$ cat config.mk
export PLATFORM = sky130hd
export DESIGN_NAME = tpi_ctrl
export DESIGN_NICKNAME = d
export VERILOG_FILES = /design/src/assert_macros.svh /design/src/tpi_pkg.sv /design/src/tpi_ctrl.sv
export SDC_FILE = /design/constraint.sdc
export NUM_CORES = 1
export LEC_CHECK = 0
export ABC_AREA = 1
export BUFFER_PORTS_ARGS = -buffer_cell sky130_fd_sc_hd__clkbuf_2
export CAP_MARGIN = 20
export CORE_AREA = 10 10 47 49
export CTS_CLUSTER_DIAMETER = 40
export DETAILED_ROUTE_END_ITERATION = 8
export DIE_AREA = 0 0 57 59
export GPL_TIMING_DRIVEN = 0
export PLACE_DENSITY_LB_ADDON = 0.08
export SYNTH_ARGS = -nofsm -noshare
export SYNTH_HDL_FRONTEND = slang
export SYNTH_SLANG_ARGS = --single-unit
$ cat constraint.sdc
create_clock -name clk -period 1.5 [get_ports clk]
set_clock_uncertainty 0.1 [all_clocks]
set_input_delay 0.3 -clock clk [delete_from_list [all_inputs] [get_ports clk]]
set_output_delay 0.3 -clock clk [all_outputs]
set_load 0.02 [all_outputs]
$ cat src/assert_macros.svh
// assert_macros.svh - assertion helpers for the pose integrator
`ifndef ASSERT_MACROS_SVH
`define ASSERT_MACROS_SVH
// implication checked on every clock edge outside reset
`define ASSERT_IMPL(label, clk, rst_n, ante, cons) \
  label: assert property (@(posedge clk) disable iff (!rst_n) (ante) |-> (cons)) \
    else $error("assertion failed");
// next-cycle implication
`define ASSERT_NEXT(label, clk, rst_n, ante, cons) \
  label: assert property (@(posedge clk) disable iff (!rst_n) (ante) |=> (cons)) \
    else $error("assertion failed");
`endif

$ cat src/tpi_pkg.sv
// ----------------------------------------------------------------------------
// tpi_pkg
// Shared types, constants and tables of the trapezoid pose integrator.
// ----------------------------------------------------------------------------
package tpi_pkg;
  localparam int PeriodW = 24;
  localparam logic [23:0] PeriodReset = 24'd167772;
  localparam logic signed [33:0] PiQ = 34'sd1686629713;
  localparam logic signed [34:0] TwoPiQ = 35'sd3373259426;
  localparam logic signed [33:0] HalfPiQ = 34'sd843314857;
  localparam logic signed [33:0] CordicGain = 34'sd652032874;
  localparam logic signed [37:0] RateLimit = 38'sd68719476736;
  localparam int CordicSteps = 30;

  typedef enum logic [3:0] {
    ST_IDLE, ST_DIV1, ST_DIV2, ST_COR1, ST_COR2, ST_VEL, ST_HEAD,
    ST_POS, ST_WRAP, ST_DONE
  } state_t;

  typedef enum logic [3:0] {
    OP_NONE, OP_LOAD, OP_DIV1_START, OP_DIV2_START, OP_COR1_START,
    OP_COR2_START, OP_VEL, OP_HEAD, OP_POS, OP_WRAP, OP_COMMIT
  } op_t;

  typedef struct packed {
    op_t op;
    logic step;
  } cmd_t;

  typedef struct packed {
    logic div_done;
    logic cor_done;
    logic wrap_done;
  } stat_t;

  function automatic logic signed [31:0] atan_lut(input logic [4:0] i);
    case (i)
      5'd0: atan_lut = 32'sd421657428;
      5'd1: atan_lut = 32'sd248918915;
      5'd2: atan_lut = 32'sd131521918;
      5'd3: atan_lut = 32'sd66762579;
      5'd4: atan_lut = 32'sd33510843;
      5'd5: atan_lut = 32'sd16771758;
      5'd6: atan_lut = 32'sd8387925;
      5'd7: atan_lut = 32'sd4194219;
      5'd8: atan_lut = 32'sd2097141;
      5'd9: atan_lut = 32'sd1048575;
      default: atan_lut = 32'sd1 <<< (5'd29 - i);
    endcase
  endfunction
endpackage

$ cat src/tpi_ctrl.sv
// ----------------------------------------------------------------------------
// tpi_ctrl
// Sequencer: issues datapath commands for one tick, waits on the
// iterative units and holds the result until taken.
// ----------------------------------------------------------------------------
module tpi_ctrl import tpi_pkg::*; (
  input  logic  clk,
  input  logic  rst_n,
  input  logic  in_fire,
  input  logic  out_fire,
  input  stat_t stat,
  output cmd_t  cmd,
  output logic  busy,
  output logic  out_valid
);
  state_t state_r, state_nxt;

  always_ff @(posedge clk) begin
    if (!rst_n) state_r <= ST_IDLE;
    else state_r <= state_nxt;
  end

  always_comb begin
    state_nxt = state_r;
    case (state_r)
      ST_IDLE: if (in_fire) state_nxt = ST_DIV1;
      ST_DIV1: if (stat.div_done) state_nxt = ST_DIV2;
      ST_DIV2: if (stat.div_done) state_nxt = ST_COR1;
      ST_COR1: if (stat.cor_done) state_nxt = ST_COR2;
      ST_COR2: if (stat.cor_done) state_nxt = ST_VEL;
      ST_VEL:  state_nxt = ST_HEAD;
      ST_HEAD: state_nxt = ST_POS;
      ST_POS:  state_nxt = ST_WRAP;
      ST_WRAP: if (stat.wrap_done) state_nxt = ST_DONE;
      ST_DONE: if (out_fire) state_nxt = ST_IDLE;
      default: state_nxt = ST_IDLE;
    endcase
  end

  // start pulse on entry; units run while step is high
  always_comb begin
    cmd.op = OP_NONE;
    cmd.step = 1'b0;
    case (state_r)
      ST_IDLE: if (in_fire) cmd.op = OP_LOAD;
      ST_DIV1: begin
        cmd.step = 1'b1;
        if (stat.div_done) cmd.op = OP_DIV2_START;
      end
      ST_DIV2: begin
        cmd.step = 1'b1;
        if (stat.div_done) cmd.op = OP_COR1_START;
      end
      ST_COR1: begin
        cmd.step = 1'b1;
        if (stat.cor_done) cmd.op = OP_COR2_START;
      end
      ST_COR2: begin
        cmd.step = 1'b1;
        if (stat.cor_done) cmd.op = OP_VEL;
      end
      ST_VEL:  cmd.op = OP_HEAD;
      ST_HEAD: cmd.op = OP_POS;
      ST_POS:  cmd.op = OP_WRAP;
      // one wrap round per cycle until the heading is back in range
      ST_WRAP: cmd.op = stat.wrap_done ? OP_COMMIT : OP_WRAP;
      default: cmd.op = OP_NONE;
    endcase
  end

  assign busy = (state_r != ST_IDLE);
  assign out_valid = (state_r == ST_DONE);
endmodule

* Word level (Yosys, flattened, before mapping) *
Cells that the tools add are included.

operators by class
  reductions and logical operators = 4
  muxes and demuxes = 16
  equal/unequal tests = 16

operator list
  cell                                            count
  case mux 4 bit (10 select lines)                1
  case mux 4 bit (9 select lines)                 1
  2-to-1 mux 4 bit                                7
  == test 4 x 3 -> 1 bit (second input constant)  4
  != test 2 bit (second input constant)           7
  2-to-1 mux 3 bit                                3
  == test 4 x 2 -> 1 bit (second input constant)  2
  == test 4 bit (second input constant)           2
  AND reduction 7 bit                             1
  == test 4 x 1 -> 1 bit (second input constant)  1
  logical NOT 4 bit                               1
  2-to-1 mux 2 bit                                2
  nonzero test 4 bit                              1
  OR reduction 4 bit                              1
  2-to-1 mux 1 bit                                2

storage, ports and cells
  output and inout port bits = 7
  logic and storage cells = 37
  register bits = 4
  input port bits = 7

* Logic depth before layout (Yosys ltp) *
Gate-level depths: netlist of the first run.

  word-level depth = 3
  gate-level depth with buffers = 10
  gate-level depth less buffers = 9

* Worst setup path after synthesis of the first run *
OpenSTA, ideal clock, no wires.

  kind = register to output
  start = reg state_r[2]
  end = out cmd[1] (netlist bit)
  cell stages (with the launch flop) = 5
  required time = 1.100 ns
  setup slack = -0.224 ns
  buffers on the path = 1
  arrival time = 1.324 ns
  path through = dfxtp_1 > buf_4 > nor2_4 > nand2_1 > o21ai_0

RTL lines
  element                   line            text
  start: declaration        tpi_ctrl.sv:16  state_t state_r, state_nxt;
  start signal: assignment  tpi_ctrl.sv:20  else state_r <= state_nxt;
  end: declaration          tpi_ctrl.sv:12  output cmd_t cmd,

==> flow_summary_export.csv, run 1 <==
group,metric,value,unit
run_status,status,"finished, violations left",
run_status,violations,"setup timing",
timing,fin_ws,-0.1965,ns
timing,hold_viol_final,0,
global_routing,antenna_found_initial,0,
drt,first_pass_iters,4,
drt,route.detailed.drc,0,
logic_synthesis,seq_area_frac_synth,0.1716,
worst_setup_path,worstPathRequired,1.10,ns
place,dp_hpwl,1119,um
run,cap_violations,0,
pwr,p_seq_frac,0.162,
pwr,pwr-share-comb,0.758,
worst_setup_path,path_max_fanout,6,
hold_path,hold_class,"input pin to register",
cells_and_area,largest_reg_flops,4,
cells_and_area,nets,120,
clock_tree,insertion_delay,0.23,ns
pwr,power.share.clock,0.079,
pwr,p_leak,0.4097,nW
drt,top_layer,"met3",
drt,ant_nets,0,
worst_setup_path,crit_start,"state_r[0]",
cells_and_area,final_core_util,0.5339,
drt,wl_met1,607,um
cells_and_area,diodes,0,
hold_path,hold_path.startpoint,"rst_n",
timing,slew_headroom,0.7905,
die,rows,14,
global_routing,gr-total-overflow,0,
logic_synthesis,syn_inst,87,
drt,wl_met2,725,um
clock_tree,clockBufferDepth,2,
drt,first_iter_violations,7,
timing,setup-tns-final,-1.121,ns
clock_tree,clock-sinks,4,
drt,vias,606,
drt,wl_per_cell,11.05,um
timing,post-route-min-period,1.696,ns
logic_synthesis,syn-mean-instance-area,5.364,sq um
logic_synthesis,synth_nets,94,
global_routing,grt_max_degree,8,
cells_and_area,biggestRegsByFlops,"state_r: 4 flops",
global_routing,grt_usage,0.08677,
die,initial_utilization,0.3330,
drt,drt_wl_total,1403,um
timing,fin_crit_sh,1.131,
clock_tree,htreeDepth,1,
timing,max_freq,0.5895,GHz
logic_synthesis,ys_warn_count,0,
clock_tree,cts_root_buf,"clkbuf_4",
cells_and_area,layout_common_cells,"20 x nand2_1, 12 x nor2_1, 12 x nand3_1",
worst_setup_path,r2r-start,"state_r[0]",
logic_synthesis,yosysUniqueCellTypes,17,
worst_setup_path,arrival,1.30,ns
pwr,switching_share,0.5035,
die,dieWidth,57,um
timing,finalSetupViolCount,8,
timing,worst_slew_pin_slew,0.3128,ns
die,io-pin-count,14,
cells_and_area,syn2layout_area_growth,60.32,%
clock_tree,cts_tree,"yes",
pwr,pwr_density_cell,2159,nW/um^2
die,die_h,59,um
clock_tree,numCtsBuffers,3,
drt,viasPerCell,4.772,
cells_and_area,final_common_cell,"nand2_1",
die,die-area,3363,sq um
global_routing,grt_pass1_wl,2415,um
logic_synthesis,synth-seq-cells,4,
worst_setup_path,cp-end-kind,"output port",
pwr,intPower,0.8021,mW
pwr,fin_total_pwr,1.616,mW
timing,slew_violations,0,
die,fp.coreArea,1401,sq um
timing,rsz0062_at_grt,"yes",
pwr,power.switching,0.8135,mW
cells_and_area,top_register,"state_r",
worst_setup_path,startpoint_type,"register",
drt,routed-wl-met3,70,um
logic_synthesis,synthesis.area,466.7,sq um
place,gp_congestion,0.7849,
pwr,ir_worst_vdd,1.090,mV
place,port_buffers,13,
worst_setup_path,critical_path_class,"register to output port",
global_routing,grt_pass1_vias,595,
cells_and_area,drive_gt1_frac,0.4865,
clock_tree,path_clk_slew,0.04,ns
-- final timing paths --
kind                                    to  slack (ns)  cells past startpoint
worst max-delay path                cmd[4]       -0.20                      6
worst min-delay path            state_r[2]        0.21                      3
worst max register to register  state_r[0]       -0.13                     11
worst min register to register  state_r[3]        0.44                      2
-- cell families (layout without fill, tap and decap cells) --
family / after synthesis / count (layout) / synth area share
AOI/OAI and AO/OA: 6 / 6 / 0.07504
DFF: 4 / 4 / 0.1716
buffers and inverters: 14 / 38 / 0.1207
and+or+nand+nor: 63 / 63 / 0.6327
-- area by class of cell --
class                   instances  area, sq um
repair buffers                 22        167.7
flip-flops and latches          4        95.09
fillers                       140        653.1
multi-input cells              69        394.1
clock buffers                   3        22.52
well taps                      16        20.02
inverters                      13        48.80
-- worst max-delay path, stage by stage (launching register included) --
cell and delay [ns]:
dfxtp_4 0.36, nor2_4 0.18, inv_2 0.07, nor3_4 0.13, nor2_1 0.09, nand2_1 0.06, clkbuf_4 0.16
-- synthesized netlist by cell type, drive strengths merged --
| master | n | area, sq um |
|---|---|---|
| o21ai | 4 | 20.01 |
| nor4 | 1 | 6.260 |
| nand2 | 24 | 92.59 |
| buf | 1 | 7.510 |
| nand4 | 1 | 6.260 |
| nor2 | 20 | 95.09 |
| o211ai | 2 | 15.01 |
| nand3 | 16 | 85.08 |
| nor3 | 1 | 10.01 |
| dfxtp | 4 | 80.08 |
| inv | 13 | 48.80 |
-- what timing repair did --
| action | 4_1_cts | 5_1_grt |
|---|---|---|
| hold endpoints to repair | 0 | 0 |
| setup buffers | 8 | 1 |
| endpoints found under the setup margin | 7 | 9 |
| pin swaps | 5 | 6 |
| hold buffers | 0 | 0 |
| gates resized for setup | 27 | 11 |
-- per-stage QoR --
step           hold WS [ns]  worst slack (ns)  instances  area [sq um]
6_report             0.2113           -0.1965        127         748.2
5_1_grt              0.2185           -0.2622        127         748.2
4_1_cts              0.2026           -0.2230        126         719.4
3_3_place_gp         0.4559           -0.1849        116         558.0
3_5_place_dp         0.4594           -0.1785        116         558.0
2_1_floorplan        0.3207          -0.07348         87         473.0
-- power by group through the flow --
stage | clock (mW) | sequential [mW] | combinational [mW]
floorplan | 0 | 0.195 | 0.673
global placement | 0 | 0.203 | 0.896
detailed placement | 0 | 0.203 | 0.896
CTS | 0.139 | 0.256 | 1.17
global route | 0.147 | 0.270 | 1.34
finish | 0.128 | 0.262 | 1.22
-- routing by layer --
layer  global-route usage  vias to the layer above
met5                    0                        -
met4              0.05034                        0
met3              0.02361                        0
met2               0.1488                        9
met1              0.09364                      267
li1                     -                      330
Power figures use the tool's default switching activity.
==> run 2: changes to the inputs <==
==> constraint.sdc (replaced) <==
create_clock -name clk -period 1.7 [get_ports clk]
set_clock_uncertainty 0.1 [all_clocks]
set_input_delay 0.34 -clock clk [delete_from_list [all_inputs] [get_ports clk]]
set_output_delay 0.34 -clock clk [all_outputs]
set_load 0.02 [all_outputs]
==> run 2 against run 1 <==
Net effect: die area stayed put; final cell count did not move; sequential power decreased by 13%; register-to-register slack improved by 0.35 ns; via count increased by 0.33%; non-clock buffer count did not move; largest cell class unchanged; the run still ends with setup timing left; critical path depth did not move; hold slack gained 0.043 ns; flip-flop and latch count unchanged.
==> flow_summary_export.csv, run 2 (same netlist as run 1, synthesis figures left out) <==
group,metric,value,unit
run_status,status,"finished, violations left",
run_status,violations,"setup timing",
timing,fin_ws,-0.02514,ns
die,dieWidth,57,um
clock_tree,cts_root_buf,"clkbuf_4",
place,place_inst,116,
cells_and_area,biggestRegsByFlops,"state_r: 4 flops",
cells_and_area,top_register,"state_r",
cells_and_area,final_cells,127,
cells_and_area,diodes,0,
place,dpl_worst_slack,0.01077,ns
worst_setup_path,max_stage_delay,0.37,ns
worst_setup_path,r2r_slack,0.22,ns
drt,ant_nets,0,
clock_tree,path_clk_slew,0.03,ns
drt,drt_wl_total,1392,um
drt,route.detailed.drc,0,
die,die_h,59,um
worst_setup_path,critical_path_class,"register to output port",
drt,wl_met1,611,um
worst_setup_path,startpoint_type,"register",
timing,hold_viol_final,0,
die,die-area,3363,sq um
pwr,p_leak,0.4014,nW
clock_tree,cts_tree,"yes",
die,io-pin-count,14,
place,port_buffers,13,
worst_setup_path,cp.buffers_inverters,3,
timing,rsz0062_at_grt,"yes",
clock_tree,insertion_delay,0.23,ns
die,rows,14,
cells_and_area,largest_reg_flops,4,
cells_and_area,final_common_cell,"nand2_1",
cells_and_area,nets,120,
global_routing,grt_max_degree,8,
drt,top_layer,"met3",
die,fp.coreArea,1401,sq um
pwr,pwr-share-comb,0.757,
drt,wl_met2,714,um
cells_and_area,syn2layout_area_growth,56.84,%
drt,wl_per_cell,10.96,um
worst_setup_path,path_max_fanout,6,
drt,first_iter_violations,10,
worst_setup_path,cpMostUsedCell,"buf_4",
clock_tree,hold_buffers,0,
timing,worst_slew_pin_slew,0.2500,ns
pwr,power.switching,0.7005,mW
global_routing,grt_pass1_wl,2311,um
pwr,power.share.clock,0.081,
worst_setup_path,arrival,1.29,ns
timing,slew_violations,0,
worst_setup_path,cp-end-kind,"output port",
pwr,pwr_density_cell,1909,nW/um^2
die,initial_utilization,0.3330,
hold_path,hold_class,"input pin to register",
clock_tree,clock-sinks,4,
global_routing,grt_pass1_vias,568,
worst_setup_path,path_cells,"nor2_4, buf_4, buf_4, nand2_1, o21ai_1, buf_4",
worst_setup_path,path_delay_family,"buffers and inverters",
cells_and_area,final.fill_count,156,
clock_tree,htreeDepth,1,
drt,vias,608,
clock_tree,numCtsBuffers,3,
global_routing,gr-total-overflow,0,
place,dp_hpwl,1117,um
timing,finalSetupViolCount,2,
timing,slew_headroom,0.8327,
pwr,ir_worst_vdd,0.7495,mV
worst_setup_path,worstPathRequired,1.26,ns
cells_and_area,drive_gt1_frac,0.4685,
place,gp_congestion,0.8073,
global_routing,grt_usage,0.08348,
drt,viasPerCell,4.787,
pwr,switching_share,0.5014,
global_routing,antenna_found_initial,0,
timing,post-route-min-period,1.725,ns
timing,fin_crit_sh,1.015,
run,cap_violations,0,
clock_tree,clockBufferDepth,2,
worst_setup_path,crit_slowest_cell,"dfxtp_4",
pwr,p_seq_frac,0.162,
timing,max_freq,0.5797,GHz
drt,first_pass_iters,4,
pwr,intPower,0.6966,mW
drt,routed-wl-met3,67,um
cells_and_area,layout_common_cells,"19 x nand2_1, 14 x nand3_1, 11 x nor2_1",
## run 2: cell count changes in the layout (fill, tap and decap cells not counted), sizes merged
cell and change:
buf -1, clkbuf +1
## run 2: metal layers
metal / vias to the layer above / track usage
met5: - / 0
met4: 0 / 0.05034
met3: 0 / 0.02361
met2: 10 / 0.1349
met1: 271 / 0.09524
li1: 327 / -
## run 2: path summary, 6_finish.rpt
| path | startpoint | endpoint | cells after the start |
|---|---|---|---|
| setup / recovery | state_r[1] | cmd[1] | 6 |
| hold / removal | rst_n | state_r[3] | 3 |
| setup reg to reg | state_r[1] | state_r[2] | 9 |
| hold reg to reg | state_r[3] | state_r[3] | 2 |
## run 2: metrics by stage
stage               power, mW  cell area [sq um]  hold slack, ns   TNS, ns  utilization
floorplan              0.7592              466.7          0.3607         0            -
global placement       0.9619              551.8          0.4646         0       0.3938
detailed placement     0.9626              551.8          0.4616         0       0.3938
CTS                     1.341              703.2          0.2442   -0.1081       0.5018
global route            1.526              732.0          0.2521   -0.4752       0.5223
finish                  1.397              732.0          0.2546  -0.03031       0.5223
## run 2: cell type report
cell class                      count  area (sq um)  area share
Inverter                           13         48.80     0.06667
Clock buffer                        3         22.52     0.03077
Multi-Input combinational cell     69         377.9      0.5162
Timing Repair Buffer               22         167.7      0.2291
Sequential cell                     4         95.09      0.1299
Tap cell                           16         20.02     0.02735
## run 2: power by group through the flow
stage	clock (mW)	combinational (mW)	sequential, mW
6_report	0.112	1.06	0.227
2_1_floorplan	0	0.589	0.170
5_1_grt	0.130	1.16	0.238
3_3_place_gp	0	0.784	0.178
3_5_place_dp	0	0.784	0.178
4_1_cts	0.121	0.992	0.228
## run 2: worst min-delay path, stage by stage
cell and delay, ns:
clkbuf_2 0.10, nand2_1 0.07, nor2_1 0.03
## run 2: repair_timing
item                       in CTS  in global routing
buffers inserted                6                  3
setup endpoints to repair       5                  6
resized for setup              29                  5
pin swaps                       4                  7
==> run 3: changes to the inputs <==
==> constraint.sdc (replaced) <==
create_clock -name clk -period 2.12 [get_ports clk]
set_clock_uncertainty 0.1 [all_clocks]
set_input_delay 0.424 -clock clk [delete_from_list [all_inputs] [get_ports clk]]
set_output_delay 0.424 -clock clk [all_outputs]
set_load 0.02 [all_outputs]
==> run 3 against run 2 <==
Net effect: the flow now finishes without violations; clock-buffer cell count did not move; design area fell by 18%; register-to-register slack better by 0.43 ns; power shrank 36%.
==> flow_summary_export.csv, run 3 (same netlist as run 1, synthesis figures left out) <==
group,metric,value,unit
cells_and_area,biggestRegsByFlops,"state_r: 4 flops",
pwr,p_leak,0.3542,nW
worst_setup_path,path_max_fanout,8,
run_status,status,"finished clean",
drt,first_iter_violations,12,
die,dieWidth,57,um
pwr,power.switching,0.4985,mW
worst_setup_path,arrival,1.44,ns
timing,rsz0062_at_grt,"no",
cells_and_area,final_cells,122,
worst_setup_path,crit_slowest_cell,"dfxtp_1",
clock_tree,path_clk_slew,0.04,ns
timing,post-route-min-period,1.961,ns
global_routing,gr-total-overflow,0,
timing,finalSetupViolCount,0,
clock_tree,cts_root_buf,"clkbuf_4",
global_routing,antenna_found_initial,0,
cells_and_area,syn2layout_area_growth,28.95,%
clock_tree,clockBufferDepth,2,
drt,vias,576,
drt,first_pass_iters,4,
drt,route.detailed.drc,0,
cells_and_area,layout_common_cells,"23 x nand2_1, 15 x nand3_1, 13 x nor2_1, 13 x clkbuf_2, 8 x inv_1",
clock_tree,numCtsBuffers,3,
timing,setup-tns-final,0,ns
clock_tree,cts_tree,"yes",
drt,drt_wl_total,1327,um
cells_and_area,final.fill_count,171,
pwr,power.share.clock,0.101,
cells_and_area,final_common_cell,"nand2_1",
pwr,p_seq_frac,0.163,
worst_setup_path,cpMostUsedCell,"buf_4",
timing,hold_ws,0.3418,ns
place,port_buffers,13,
global_routing,grt_usage,0.07566,
worst_setup_path,startpoint_type,"register",
drt,ant_nets,0,
place,dpl_worst_slack,0.3457,ns
die,die_h,59,um
worst_setup_path,critical_path_class,"register to output port",
die,die-area,3363,sq um
worst_setup_path,cp-end-kind,"output port",
cells_and_area,multi_input_area,332.8,sq um
die,fp.coreArea,1401,sq um
cells_and_area,ff_latch_area,82.58,sq um
clock_tree,htreeDepth,1,
worst_setup_path,max_stage_delay,0.29,ns
pwr,ir_worst_vdd,0.5359,mV
place,dp_hpwl,1112,um
timing,worst_slew_pin_slew,0.2932,ns
pwr,pwr_density_cell,1495,nW/um^2
die,io-pin-count,14,
place,gp_congestion,0.8073,
run,cap_violations,0,
timing,slew_headroom,0.8043,
drt,wl_per_cell,10.88,um
timing,fin_crit_sh,0.9249,
global_routing,grt_pass1_wl,2083,um
pwr,intPower,0.4014,mW
worst_setup_path,worstPathRequired,1.60,ns
cells_and_area,drive_gt1_frac,0.3491,
cells_and_area,top_register,"state_r",
clock_tree,insertion_delay,0.23,ns
cells_and_area,nets,115,
pwr,pwr-share-comb,0.737,
global_routing,grt_pass1_vias,522,
global_routing,grt_max_degree,11,
timing,slew_violations,0,
cells_and_area,final_core_util,0.4295,
timing,hold_viol_final,0,
hold_path,hold_class,"input pin to register",
clock_tree,clock-sinks,4,
die,rows,14,
cells_and_area,diodes,0,
drt,viasPerCell,4.721,
place,place_inst,116,
cells_and_area,largest_reg_flops,4,
worst_setup_path,path_cells,"buf_4, nor2_4, buf_4, nand2_2, o211ai_1, clkbuf_2",
die,initial_utilization,0.3330,
timing,fin_ws,0.1592,ns
timing,max_freq,0.5100,GHz
pwr,switching_share,0.5539,
run 3: layout make-up:
cell class,count,share of cell area
buffer,1,0.01247
clock buffer,3,0.03742
inverter,13,0.08108
multi-input combinational,69,0.5530
sequential,4,0.1372
tap,16,0.03326
timing repair buffer,16,0.1455
run 3: path summary, 6_finish.rpt:
path              start    endpoint  slack [ns]  depth (start not counted)
min               rst_n  state_r[2]        0.34                          3
max          state_r[2]      cmd[3]        0.16                          6
max reg2reg  state_r[3]  state_r[0]        0.65                          8
min reg2reg  state_r[0]  state_r[0]        0.43                          2
run 3: per-stage QoR:
step           area, sq um  total power, mW
2_1_floorplan        466.7           0.6067
3_3_place_gp         551.8           0.7692
3_5_place_dp         551.8           0.7693
4_1_cts              574.3           0.8672
5_1_grt              601.8           0.9897
6_report             601.8           0.8998
run 3: critical path, delay by kind of cell, from the launching register on:
kind	cells	cell delay (ns)
buffers and inverters	3	0.51
flip-flops	1	0.29
AND/OR/NAND/NOR	2	0.26
AO/OA/AOI/OAI	1	0.16
run 3: repair_timing:
| item | CTS | global route |
|---|---|---|
| setup buffers | 0 | 3 |
| hold buffers | 0 | 0 |
| setup endpoints to repair | 0 | 3 |
| gates resized for setup | 0 | 3 |
run 3: power groups by stage:
stage / registers [mW] / logic [mW] / clock network (mW)
after floorplan: 0.137 / 0.470 / 0
after global placement: 0.143 / 0.627 / 0
after detailed placement: 0.143 / 0.627 / 0
after CTS: 0.141 / 0.628 / 0.0974
after global routing: 0.152 / 0.734 / 0.105
final: 0.146 / 0.663 / 0.0908
run 3: layer usage:
metal,routed length [um],GRT usage,vias up
met3,70,0.02361,0
met4,0,0.05034,0
li1,-,-,320
met5,0,0,-
met2,664,0.1225,10
met1,592,0.08323,246
